File: src/sv/assert_macros.svh
// Assertion macros shared by the predictor RTL
`ifndef ASSERT_MACROS_SVH
`define ASSERT_MACROS_SVH

// Check a property on every clock edge outside reset
`define SVPQ_ASSERT(lbl, prop, msg) \
  lbl: assert property (@(posedge clk) disable iff (!rst_n) prop) else $error(msg);

// Check a property on every clock edge, reset included
`define SVPQ_ASSERT_NR(lbl, prop, msg) \
  lbl: assert property (@(posedge clk) prop) else $error(msg);

`endif

File: src/sv/svpq_ram.sv
// Generic single-write, single-read RAM with registered read data
`timescale 1ns / 1ps
`default_nettype none
module svpq_ram #(
  parameter int W = 8,
  parameter int D = 256
) (
  input  wire logic                 clk,
  input  wire logic                 we,
  input  wire logic [$clog2(D)-1:0] waddr,
  input  wire logic [W-1:0]         wdata,
  input  wire logic [$clog2(D)-1:0] raddr,
  output logic      [W-1:0]         rdata
);
  logic [W-1:0] mem [D];

  always_ff @(posedge clk) begin
    if (we) begin
      mem[waddr] <= wdata;
    end
    rdata <= mem[raddr];
  end
endmodule
`default_nettype wire

File: config.mk
export PLATFORM = sky130hd
export DESIGN_NAME = svpq_ram
export DESIGN_NICKNAME = d
export VERILOG_FILES = /design/src/sv/assert_macros.svh /design/src/sv/svpq_ram.sv
export SDC_FILE = /design/constraint.sdc
export NUM_CORES = 2
export LEC_CHECK = 0
export ABC_AREA = 0
export BUFFER_PORTS_ARGS = -buffer_cell sky130_fd_sc_hd__buf_2
export CAP_MARGIN = 5
export CORE_MARGIN = 5
export CORE_UTILIZATION = 40
export CTS_CLUSTER_SIZE = 30
export DETAILED_ROUTE_END_ITERATION = 10
export PLACE_DENSITY_LB_ADDON = 0.1
export SETUP_SLACK_MARGIN = 0.2
export SYNTH_ARGS = -nofsm -noshare
export SYNTH_HDL_FRONTEND = slang
export SYNTH_SLANG_ARGS = --single-unit
export TNS_END_PERCENT = 10
File: constraint.sdc
create_clock -name clk -period 3.4 [get_ports clk]
set_clock_uncertainty 0.1 [all_clocks]
set_input_delay 0.51 -clock clk [delete_from_list [all_inputs] [get_ports clk]]
set_output_delay 0.51 -clock clk [all_outputs]
set_load 0.1 [all_outputs]
-- After elaboration in Yosys (flattened, before gate mapping)
Memory sizes are Yosys's and may differ from the RTL's. A register that Yosys moved wholly into a read port is not among the register bits.
Cells that the tools add are included.
- multiplexer cells: 2
- operators by type and width (operator ; count):
    $mux 1 ; 2
- bits in registers: 0
- RAM bits: 2048
- input bits: 26
- output and inout bits: 8
- memories: 1
- memories (name ; depth ; width ; read ports ; clocked after Yosys merged registers in ; wr ports ; RTL line ; source):
    mem ; 256 ; 8 ; 1 ; 1 ; 1 ; svpq_ram.sv:15 ; logic [W-1:0] mem [D];

-- Logic depth before layout (Yosys ltp)
- depth in word-level cells: 2
- depth in mapped cells: 11

-- Worst setup path before layout
Ideal clock, no wire load.
- kind: input -> register
- from: input port raddr[0]
- to: register rdata[2] (read register of mem)
- setup time: 0.131 ns
- arrival time: 2.317 ns
- required time: 3.169 ns
- path slack: 0.852 ns
- stages on the path: 9
- buffers on the path: 4
- cell sequence: buf_6 buf_12 buf_8 buf_2 mux4_2 a22oi_1 a21oi_1 nor4_1 nor4_2
- RTL lines (element ; RTL line ; source):
    start, declared ; svpq_ram.sv:12 ; input wire logic [$clog2(D)-1:0] raddr,
    end, declared ; svpq_ram.sv:13 ; output logic [W-1:0] rdata

==> flow_summary.yaml <==
setup_path:
  cp_slowest_cell: "nor3_1"
  end_kind: "register"
  cp_slowest_stage_delay_ps: 620
  crit_arrival_ps: 3700
  critPathRequiredTime_ps: 4040
  cp_max_fo: 32
  path_class: "in -> reg"
  path_common_cell: "buf_4"
  crit_chain: "buf_8 > buf_4 > buf_12 > mux4_2 > a22o_1 > a221oi_2 > o32ai_2 > nor3_1 > buf_4 > nor4_2"
  critPathLaunchType: "primary input"
floorplan:
  initial_core_util_pct: 40.3
  die-width_um: 456
  core_um2: 198000
  die_height_um: 456
  pin_count: 34
  fp.dieArea_um2: 208000
  rows: 163
cells_and_area:
  final_cell_mix: "edfxtp_1 (2048), buf_4 (483), mux4_2 (454)"
  syn2layout_area_growth_pct: 17.6
  mostFrequentLayoutCell: "edfxtp_1"
  multi_input_area_um2: 16500
  regArea_um2: 61700
  finalNetCount: 4309
  drive_gt1_share_pct: 30.7
  nFillCells: 16300
global_routing:
  grt_pass1_wl_um: 311000
  antenna_found_initial: 10
  grt_max_degree: 112
  grt_pass1_vias: 40600
  gr-total-overflow: 0
  gr-usage-all-layers_pct: 20.8
clocking:
  cts_max_path_buffers: 3
  worst_skew_pair.late_latency_ps: 850
  ctsRootBufferMaster: "clkbuf_16"
  path_clk_slew_ps: 60
  numCtsBuffers: 211
  htreeDepth: 4
  post_cts_buffers: 0
  cts_tree: "yes"
  cts_num_sinks: 2056
sta:
  final.min_clock_period_ps: 3060
  fmax_ghz: 0.327
  relSlewSlack_pct: 26.7
  period_share_pct: 90.0
  worst_pin_slew_ps: 1090
  drv_slew: 0
  setup_viol_count_final: 0
  whs_ps: 70.5
  setup_ws_ps: 340
  hold_viol: 0
  rsz0062_at_grt: "no"
detailed_routing:
  vias: 39800
  dr.pass1.iters: 6
  wl_per_cell_um: 30.7
  drtIter0Drc: 3815
  wl_um: 218000
  via_per_inst: 5.60
  ant_nets: 0
  drc: 0
hold_path:
  min_path_type: "in -> reg"
power_and_ir_drop:
  switching_share_pct: 21.5
  seqPwrFrac_pct: 51.4
  p_leak_nw: 29.8
  p_per_area_nw_per_um2: 582
  power.share.combinational_pct: 5.5
  ir_drop_v: 0.000466
  p_switching_mw: 11.7
  clockPowerShare_pct: 43.1
  p_int_mw: 42.7
place:
  routabilityCongestion: 0.810
  port_buffers: 33
  detailedPlace.worstSlack_ps: -781
  hpwl_um: 141000
synth:
  syn-num-nets: 3759
  synth_seq_cells: 2056
  synth_area_leaders: "edfxtp_1 (77%), mux4_2 (13%), mux2i_1 (1.7%)"
  ys.flop_type: "edfxtp_1"
  synth_area_um2: 79600
  synth_top_area_share_pct: 77.3
  ys_seq_area_share_pct: 77.5
  synth_edf_count: 2048
  ys_warn_count: 0
  synth_cells: 3733
  yosys.area.top_type: "edfxtp_1"
  synth-async-reset-ratio_pct: 0
  synth_cell_type_count: 55
  synth.avg_cell_area_um2: 21.3
run:
  drv_cap: 0
outcome:
  status: "completed"
metal layers:
layer	share of wire, %	wire [um]	vias up	global-route usage (%)
met5	0	0	-	0
met3	5.3	11500	255	2.84
met4	1.9	4110	0	4.87
li1	-	-	16800	-
met2	48	106000	1139	33.6
met1	44	96700	21600	30.2
state kept, by name, summed over array words and instances (netlist names):
| register | cells |
|---|---|
| mem | 2048 |
| rdata | 8 |
cell families after synthesis:
logic type,synth area share (%)
DFF,77.5
muxes,14.6
and+or+nand+nor,2.63
AOI/OAI and AO/OA,3.42
buffers and inverters,1.83
through the flow:
step / TNS, ps / utilization (%) / std cells / total power [mW] / instance area (um2)
floorplan: 0 / - / 3733 / 30.0 / 79600
global placement: -3340 / 43.7 / 6704 / 31.5 / 86400
detailed placement: -3250 / 43.7 / 6706 / 31.5 / 86400
CTS: 0 / 47.3 / 7102 / 55.0 / 93500
global route: 0 / 47.3 / 7107 / 56.2 / 93500
finish: 0 / 47.3 / 7111 / 54.4 / 93500
final timing paths:
| check | start | endpoint | slack (ps) | cells after the start |
|---|---|---|---|---|
| worst max-delay path | raddr[0] | rdata[6] | 340 | 10 |
| worst min-delay path | wdata[3] | mem[114][3] | 70 | 1 |
| worst max register to register | mem[83][6] | rdata[6] | 530 | 7 |
| worst min register to register | mem[40][3] | rdata[3] | 1000 | 7 |
timing repair:
item / CTS / global route
hold buffers: 4 / 0
gates cloned: 0 / 0
hold endpoints to repair: 92 / 0
pin swaps: 0 / 0
endpoints found under the setup margin: 2 / 1
resized for setup: 1 / 1
critical path: cells and delay by family:
kind | cells | cell delay (ps)
buffers and inverters | 4 | 990
AO/OA/AOI/OAI | 3 | 900
AND/OR/NAND/NOR | 2 | 660
multiplexers | 1 | 570
layout make-up:
cell class / count / share of cell area [%]
Tap cell: 2640 / 3.53
Clock buffer: 249 / 5.92
Inverter: 2 / 0.00803
Timing Repair Buffer: 570 / 5.31
Clock inverter: 143 / 1.59
Multi-Input combinational cell: 1442 / 17.7
Antenna cell: 9 / 0.0241
Sequential cell: 2056 / 65.9
synth_stat cells (3+ instances only):
library cell  instances
nand4_1              10
nor4_2                3
buf_6                21
nor3_1               22
buf_1                22
clkbuf_1            111
or2_2                 4
a22o_1                8
mux2i_1             134
a221oi_1             13
buf_8                13
buf_12                8
and2_1                6
edfxtp_1           2048
dfxtp_1               8
a21oi_1              96
buf_4                27
a211oi_1             16
nor2_1              282
o221ai_1             46
mux4_2              454
nand3_1              34
o22a_1                5
o21ai_0              10
o32ai_1               4
nand2_1              33
nor2b_1              31
nand2b_1              8
nor4_1               24
o211ai_1             10
buf_2                31
o22ai_1              28
a22oi_1             133
power by group through the flow:
| stage | combinational [mW] | sequential (mW) | clock [mW] |
|---|---|---|---|
| after floorplan | 1.36 | 28.6 | 0 |
| after global placement | 3.02 | 28.5 | 0 |
| after detailed placement | 3.03 | 28.5 | 0 |
| after CTS | 3.04 | 28.0 | 24.0 |
| after global routing | 3.14 | 28.0 | 25.1 |
| final | 2.98 | 28.0 | 23.5 |
(Power assumes the default switching activity.)
