### src/sv/assert_macros.svh
// Assertion macros shared by the predictor RTL
`ifndef ASSERT_MACROS_SVH
`define ASSERT_MACROS_SVH

// Check a property on every clock edge outside reset
`define SVPQ_ASSERT(lbl, prop, msg) \
  lbl: assert property (@(posedge clk) disable iff (!rst_n) prop) else $error(msg);

// Check a property on every clock edge, reset included
`define SVPQ_ASSERT_NR(lbl, prop, msg) \
  lbl: assert property (@(posedge clk) prop) else $error(msg);

`endif

### src/sv/svpq_pkg.sv
// Types, constants and helper functions of the stride value predictor
`timescale 1ns / 1ps
`default_nettype none
package svpq_pkg;
  localparam int IDX_W      = 10;
  localparam int TBL_DEPTH  = 1 << IDX_W;
  localparam int Q_DEPTH    = 256;
  localparam int Q_W        = 8;
  localparam int TAG_W      = 48;
  localparam logic [8:0] INST_MAX = 9'd511;

  localparam logic [2:0] REQ_ENQ   = 3'd0;
  localparam logic [2:0] REQ_PRED  = 3'd1;
  localparam logic [2:0] REQ_TRAIN = 3'd2;
  localparam logic [2:0] REQ_RBACK = 3'd3;
  localparam logic [2:0] REQ_SQ    = 3'd4;

  localparam logic [2:0] CFG_CONF_MAX = 3'd0;
  localparam logic [2:0] CFG_CONF_INC = 3'd1;
  localparam logic [2:0] CFG_CONF_DEC = 3'd2;
  localparam logic [2:0] CFG_SRL      = 3'd3;
  localparam logic [2:0] CFG_ERL      = 3'd4;
  localparam logic [2:0] CFG_TAG_W    = 3'd5;

  localparam logic [1:0] HIT_MISS = 2'd0;
  localparam logic [1:0] HIT_UNC  = 2'd1;
  localparam logic [1:0] HIT_CONF = 2'd2;

  typedef struct packed {
    logic [4:0] conf_max;
    logic [4:0] conf_inc;
    logic [4:0] conf_dec;
    logic [4:0] stride_replace_limit;
    logic [4:0] entry_replace_limit;
    logic [5:0] tag_width;
  } cfg_t;

  typedef struct packed {
    logic [TAG_W-1:0] tag;
    logic [63:0]      last;
    logic [63:0]      stride;
    logic [4:0]       conf;
  } entry_t;

  function automatic logic [IDX_W-1:0] idx_of(input logic [63:0] pc);
    return pc[2 +: IDX_W];
  endfunction

  function automatic logic [TAG_W-1:0] tag_of(input logic [63:0] pc, input logic [5:0] tw);
    logic [5:0]       w;
    logic [TAG_W-1:0] m;
    w = (tw > 6'd48) ? 6'd48 : tw;
    m = ~({TAG_W{1'b1}} << w);
    return pc[2 + IDX_W +: TAG_W] & m;
  endfunction
endpackage
`default_nettype wire

### src/sv/svpq_upd.sv
// Entry update unit: stride and confidence training on a tag hit
`timescale 1ns / 1ps
`default_nettype none
module svpq_upd import svpq_pkg::*; (
  input  wire entry_t      ent,
  input  wire logic [63:0] value,
  input  wire cfg_t        cfg,
  output entry_t           upd
);
  logic [63:0] ns;
  logic [5:0]  csum;

  always_comb begin
    ns   = value - ent.last;
    csum = {1'b0, ent.conf} + {1'b0, cfg.conf_inc};
    upd  = ent;
    upd.last = value;
    if (ent.stride == ns) begin
      upd.conf = (csum < {1'b0, cfg.conf_max}) ? csum[4:0] : cfg.conf_max;
    end else begin
      if (ent.conf <= cfg.stride_replace_limit) begin
        upd.stride = ns;
      end
      // drop to zero on a zero step or when the step would underflow
      if (cfg.conf_dec == 5'd0 || ent.conf <= cfg.conf_dec) begin
        upd.conf = 5'd0;
      end else begin
        upd.conf = ent.conf - cfg.conf_dec;
      end
    end
  end
endmodule
`default_nettype wire

### config.mk
export PLATFORM = sky130hd
export DESIGN_NAME = svpq_upd
export DESIGN_NICKNAME = d
export VERILOG_FILES = /design/src/sv/assert_macros.svh /design/src/sv/svpq_pkg.sv /design/src/sv/svpq_upd.sv
export SDC_FILE = /design/constraint.sdc
export NUM_CORES = 1
export LEC_CHECK = 0
export ABC_AREA = 1
export BUFFER_PORTS_ARGS = -buffer_cell sky130_fd_sc_hd__buf_2
export CAP_MARGIN = 20
export CORE_MARGIN = 5
export CORE_UTILIZATION = 35
export DETAILED_ROUTE_END_ITERATION = 10
export SYNTH_ARGS = -nofsm -noshare
export SYNTH_HDL_FRONTEND = slang
export SYNTH_SLANG_ARGS = --single-unit
### constraint.sdc
create_clock -name vclk -period 6.4
set_input_delay 0.32 -clock vclk [all_inputs]
set_output_delay 0.32 -clock vclk [all_outputs]
set_load 0.02 [all_outputs]
After elaboration in Yosys (flattened, before gate mapping) --
Index checks and enable logic that the tools add are counted.
Operators by class: add/subtract/negate cells 3, magnitude comparators 3, eq/ne operators 1, mux-type cells 5, reductions and logical operators 2
Operator list (number):
- 64-bit 2-to-1 mux | 2
- 64-bit == test | 1
- 64-bit subtractor | 1
- 5-bit 2-to-1 mux | 3
- 5-bit less-or-equal comparator | 2
- 5-bit by 5-bit adder with 6-bit output | 1
- 6-bit by 5-bit less-than comparator with 1-bit output | 1
- 5-bit zero test | 1
- 5-bit subtractor | 1
- 1-bit logical OR | 1
Word-level totals: bits in registers 0, input bits 276, output and inout port bits 181, logic and storage cells 14

Depth between registers and ports, before layout --
word-level depth 4, mapped depth 24, mapped depth without buffers 24

Worst setup path before layout --
OpenSTA, ideal clock, no wires.
kind input-to-output, from in value[0], to out upd[0] in the netlist's numbering, arrival 2.556 ns, slack 3.524 ns, cell stages on the path 23, path buffers 0, cell sequence inv_1 -> ha_1 -> fa_1 -> inv_1 -> nand3_1 -> nor2_1 -> nand2_1 -> nand3_1 -> nand2_1 -> nand2_2 -> nand2_1 -> nand3_1 -> nand2_1 -> nand3_1 -> nand2_1 -> inv_1 -> nand2_1 -> nor2_1 -> nand2_1 -> nor2_4 -> nand3_4 -> nand2_1 -> nand2_1
RTL lines:
- start, declared | RTL line svpq_upd.sv:6 | input wire logic [63:0] value,
- end, declared | RTL line svpq_upd.sv:8 | output entry_t upd

==> results_dict.tcl <==
set metrics [dict create \
    place_ws_ns 2.58 \
    postCtsSetupBuffers 0 \
    min_period_ns 3.88 \
    final-max-slew-violation-count 0 \
    route.detailed.drc 0 \
    grt.total_usage 0.225 \
    hold_slack_ns 0.640 \
    wl_met2_um 17700 \
    grt_pass1_vias 11400 \
    die_area_um2 32300 \
    fill_cells 3424 \
    drtIter0Drc 699 \
    cp_slowest_cell "fa_1" \
    fin_ws_ns 2.52 \
    max_stage_delay_ns 0.41 \
    max_freq_ghz 0.258 \
    fin_tns_setup_ns 0 \
    path_class "in2out" \
    wl_met3_um 2680 \
    dpl.hpwl_um 35500 \
    overflow 0 \
    total_power_mw 1.31 \
    critPathLaunchType "input pin" \
    regArea_um2 0 \
    fin_nets 2608 \
    post-route-period-util 0.607 \
    syn_area_um2 10100 \
    io_buffer_count 350 \
    drive_above_1_share 0.207 \
    synthCells 2017 \
    grt_max_degree 66 \
    cts_hold_buf 0 \
    synth.distinct_cells 37 \
    power_density_nw_per_um2 115 \
    grt_pass1_wl_um 59100 \
    relSlewSlack 0.574 \
    via_count 12100 \
    ant_nets 0 \
    seq_cell_count 0 \
    syn_area_per_cell_um2 4.99 \
    critPathRequiredTime_ns 6.08 \
    setup_viol 0 \
    placementRows 62 \
    worst_path_most_repeated_cell "nand2_1" \
    ys_seq_area_frac 0 \
    status "complete, no violations" \
    ir_drop_mv 0.0595 \
    arrival_ns 3.56 \
    hold_viol_final 0 \
    antenna_found_initial 3 \
    pin_count 457 \
    wl_met1_um 17700 \
    power_leakage_nw 7.64 \
    drv_cap 0 \
    dieHeight_um 180 \
    dpl-instance-area_um2 11400 \
    gp_congestion 0.962 \
    core_um2 28500 \
    min_path_type "in2out" \
    drt_pass1_iterations 5 \
    die_w_um 180 \
    rsz0062_at_grt "false" \
    syn_nets 2379 \
    top_layer_used "met4" \
    cts_resized 0 \
    clock_buffers 0 \
    wirelength_um 39100 \
    post_drt_wl_per_cell_um 14.9 \
    initial_utilization 0.353 \
    yosys_warnings 0 \
    viasPerCell 4.60 \
    worstMarginPinSlew_ns 0.639 \
    critPathCaptureType "output port" \
    fin_area_um2 11400 \
    areaGrowthSynthToFinish_pct 13.6 \
    cp_max_fo 6 \
]
## cells by family (layout without fill, tap and decap cells)
| family | after synthesis | count (layout) | synth area share |
|---|---|---|---|
| muxes | 2 | 2 | 0.00224 |
| adders and majority gates | 86 | 86 | 0.109 |
| AOI/OAI and AO/OA | 155 | 155 | 0.0790 |
| and+or+nand+nor | 1093 | 1093 | 0.466 |
| buffers and inverters | 617 | 844 | 0.272 |
| xor gates and xnor gates | 64 | 64 | 0.0715 |
| other | 0 | 2 | 0 |
## metal layers
layer | global-route usage | vias to the layer above
met5 | 0 | -
met2 | 0.389 | 386
met3 | 0.0329 | 73
met4 | 0.0469 | 0
li1 | - | 6388
met1 | 0.298 | 5240
## synthesized netlist by cell type
library cell | count | area (um^2)
a211oi_1 | 1 | 7.51
a21oi_1 | 84 | 420
and2_1 | 1 | 6.26
buf_1 | 3 | 11.3
buf_4 | 112 | 841
clkbuf_1 | 10 | 37.5
clkinv_1 | 7 | 26.3
fa_1 | 3 | 60.1
ha_1 | 83 | 1040
inv_1 | 468 | 1760
inv_2 | 17 | 63.8
mux2_2 | 2 | 22.5
nand2_1 | 706 | 2650
nand2_2 | 35 | 219
nand3_1 | 145 | 726
nand3_2 | 8 | 80.1
nand3_4 | 1 | 17.5
nand3b_1 | 4 | 30.0
nand3b_4 | 1 | 20.0
nand4_1 | 16 | 100
nand4_2 | 1 | 12.5
nor2_1 | 120 | 450
nor2_2 | 33 | 206
nor2_4 | 6 | 67.6
nor3_1 | 10 | 50.1
nor3_2 | 3 | 30.0
nor3_4 | 1 | 16.3
o21a_1 | 1 | 7.51
o21ai_0 | 59 | 295
o21ai_1 | 5 | 25.0
o21bai_1 | 3 | 22.5
o221ai_1 | 2 | 17.5
or2_2 | 2 | 12.5
xnor2_1 | 19 | 166
xnor3_1 | 11 | 248
xor2_1 | 33 | 289
xor2_2 | 1 | 16.3
## through the flow
step | cells | utilization
global placement | 2628 | 0.401
detailed placement | 2628 | 0.401
finish | 2630 | 0.401
floorplan | 2017 | -
global route | 2629 | 0.401
CTS | 2628 | 0.401
## final timing paths
path / slack, ns / depth (start not counted) / endpoint / start
setup / recovery: 2.52 / 25 / upd[4] / value[0]
hold / removal: 0.64 / 0 / upd[157] / ent[157]
## final cells by class
| cell class | instances | area, um^2 | share of cell area |
|---|---|---|---|
| Antenna cell | 2 | 5.00 | 0.000437 |
| Inverter | 492 | 1850 | 0.161 |
| Multi-Input combinational cell | 1400 | 7340 | 0.642 |
| Tap cell | 384 | 480 | 0.0420 |
| Timing Repair Buffer | 352 | 1770 | 0.154 |
## layout by cell type, fill, tap and decap left out, types with 2 or more instances in the layout
master    instances
o21ai_1           4
mux2_2            2
nor3_1           10
xnor2_1          19
nand4_1          16
or2_2             2
nor2_2           33
nor2_1          120
nand3b_1          4
nand3_2           8
nand2_1         706
nor2_4            6
o21bai_1          3
inv_2            17
o221ai_1          2
fa_1              3
buf_4             2
ha_1             83
xor2_1           33
o21ai_0          59
xnor3_1          11
nor3_2            3
buf_2           350
inv_1           468
nand3_1         145
nand2_2          35
diode_2           2
clkinv_1          7
a21oi_1          84
## report_power, final
group	total [mW]	internal [mW]	switching [mW]	leakage, nW
clock network	0.0000000418	0.0000000418	0	0.0000127
registers	0	0	0	0
logic	1.31	0.452	0.862	7.64
## worst max-delay path: cells and delay by family
family / cells / cell delay [ns]
adders and majority gates: 2 / 0.61
buffers and inverters: 5 / 0.44
and+or+nand+nor: 18 / 2.18
(Power assumes the default switching activity.)
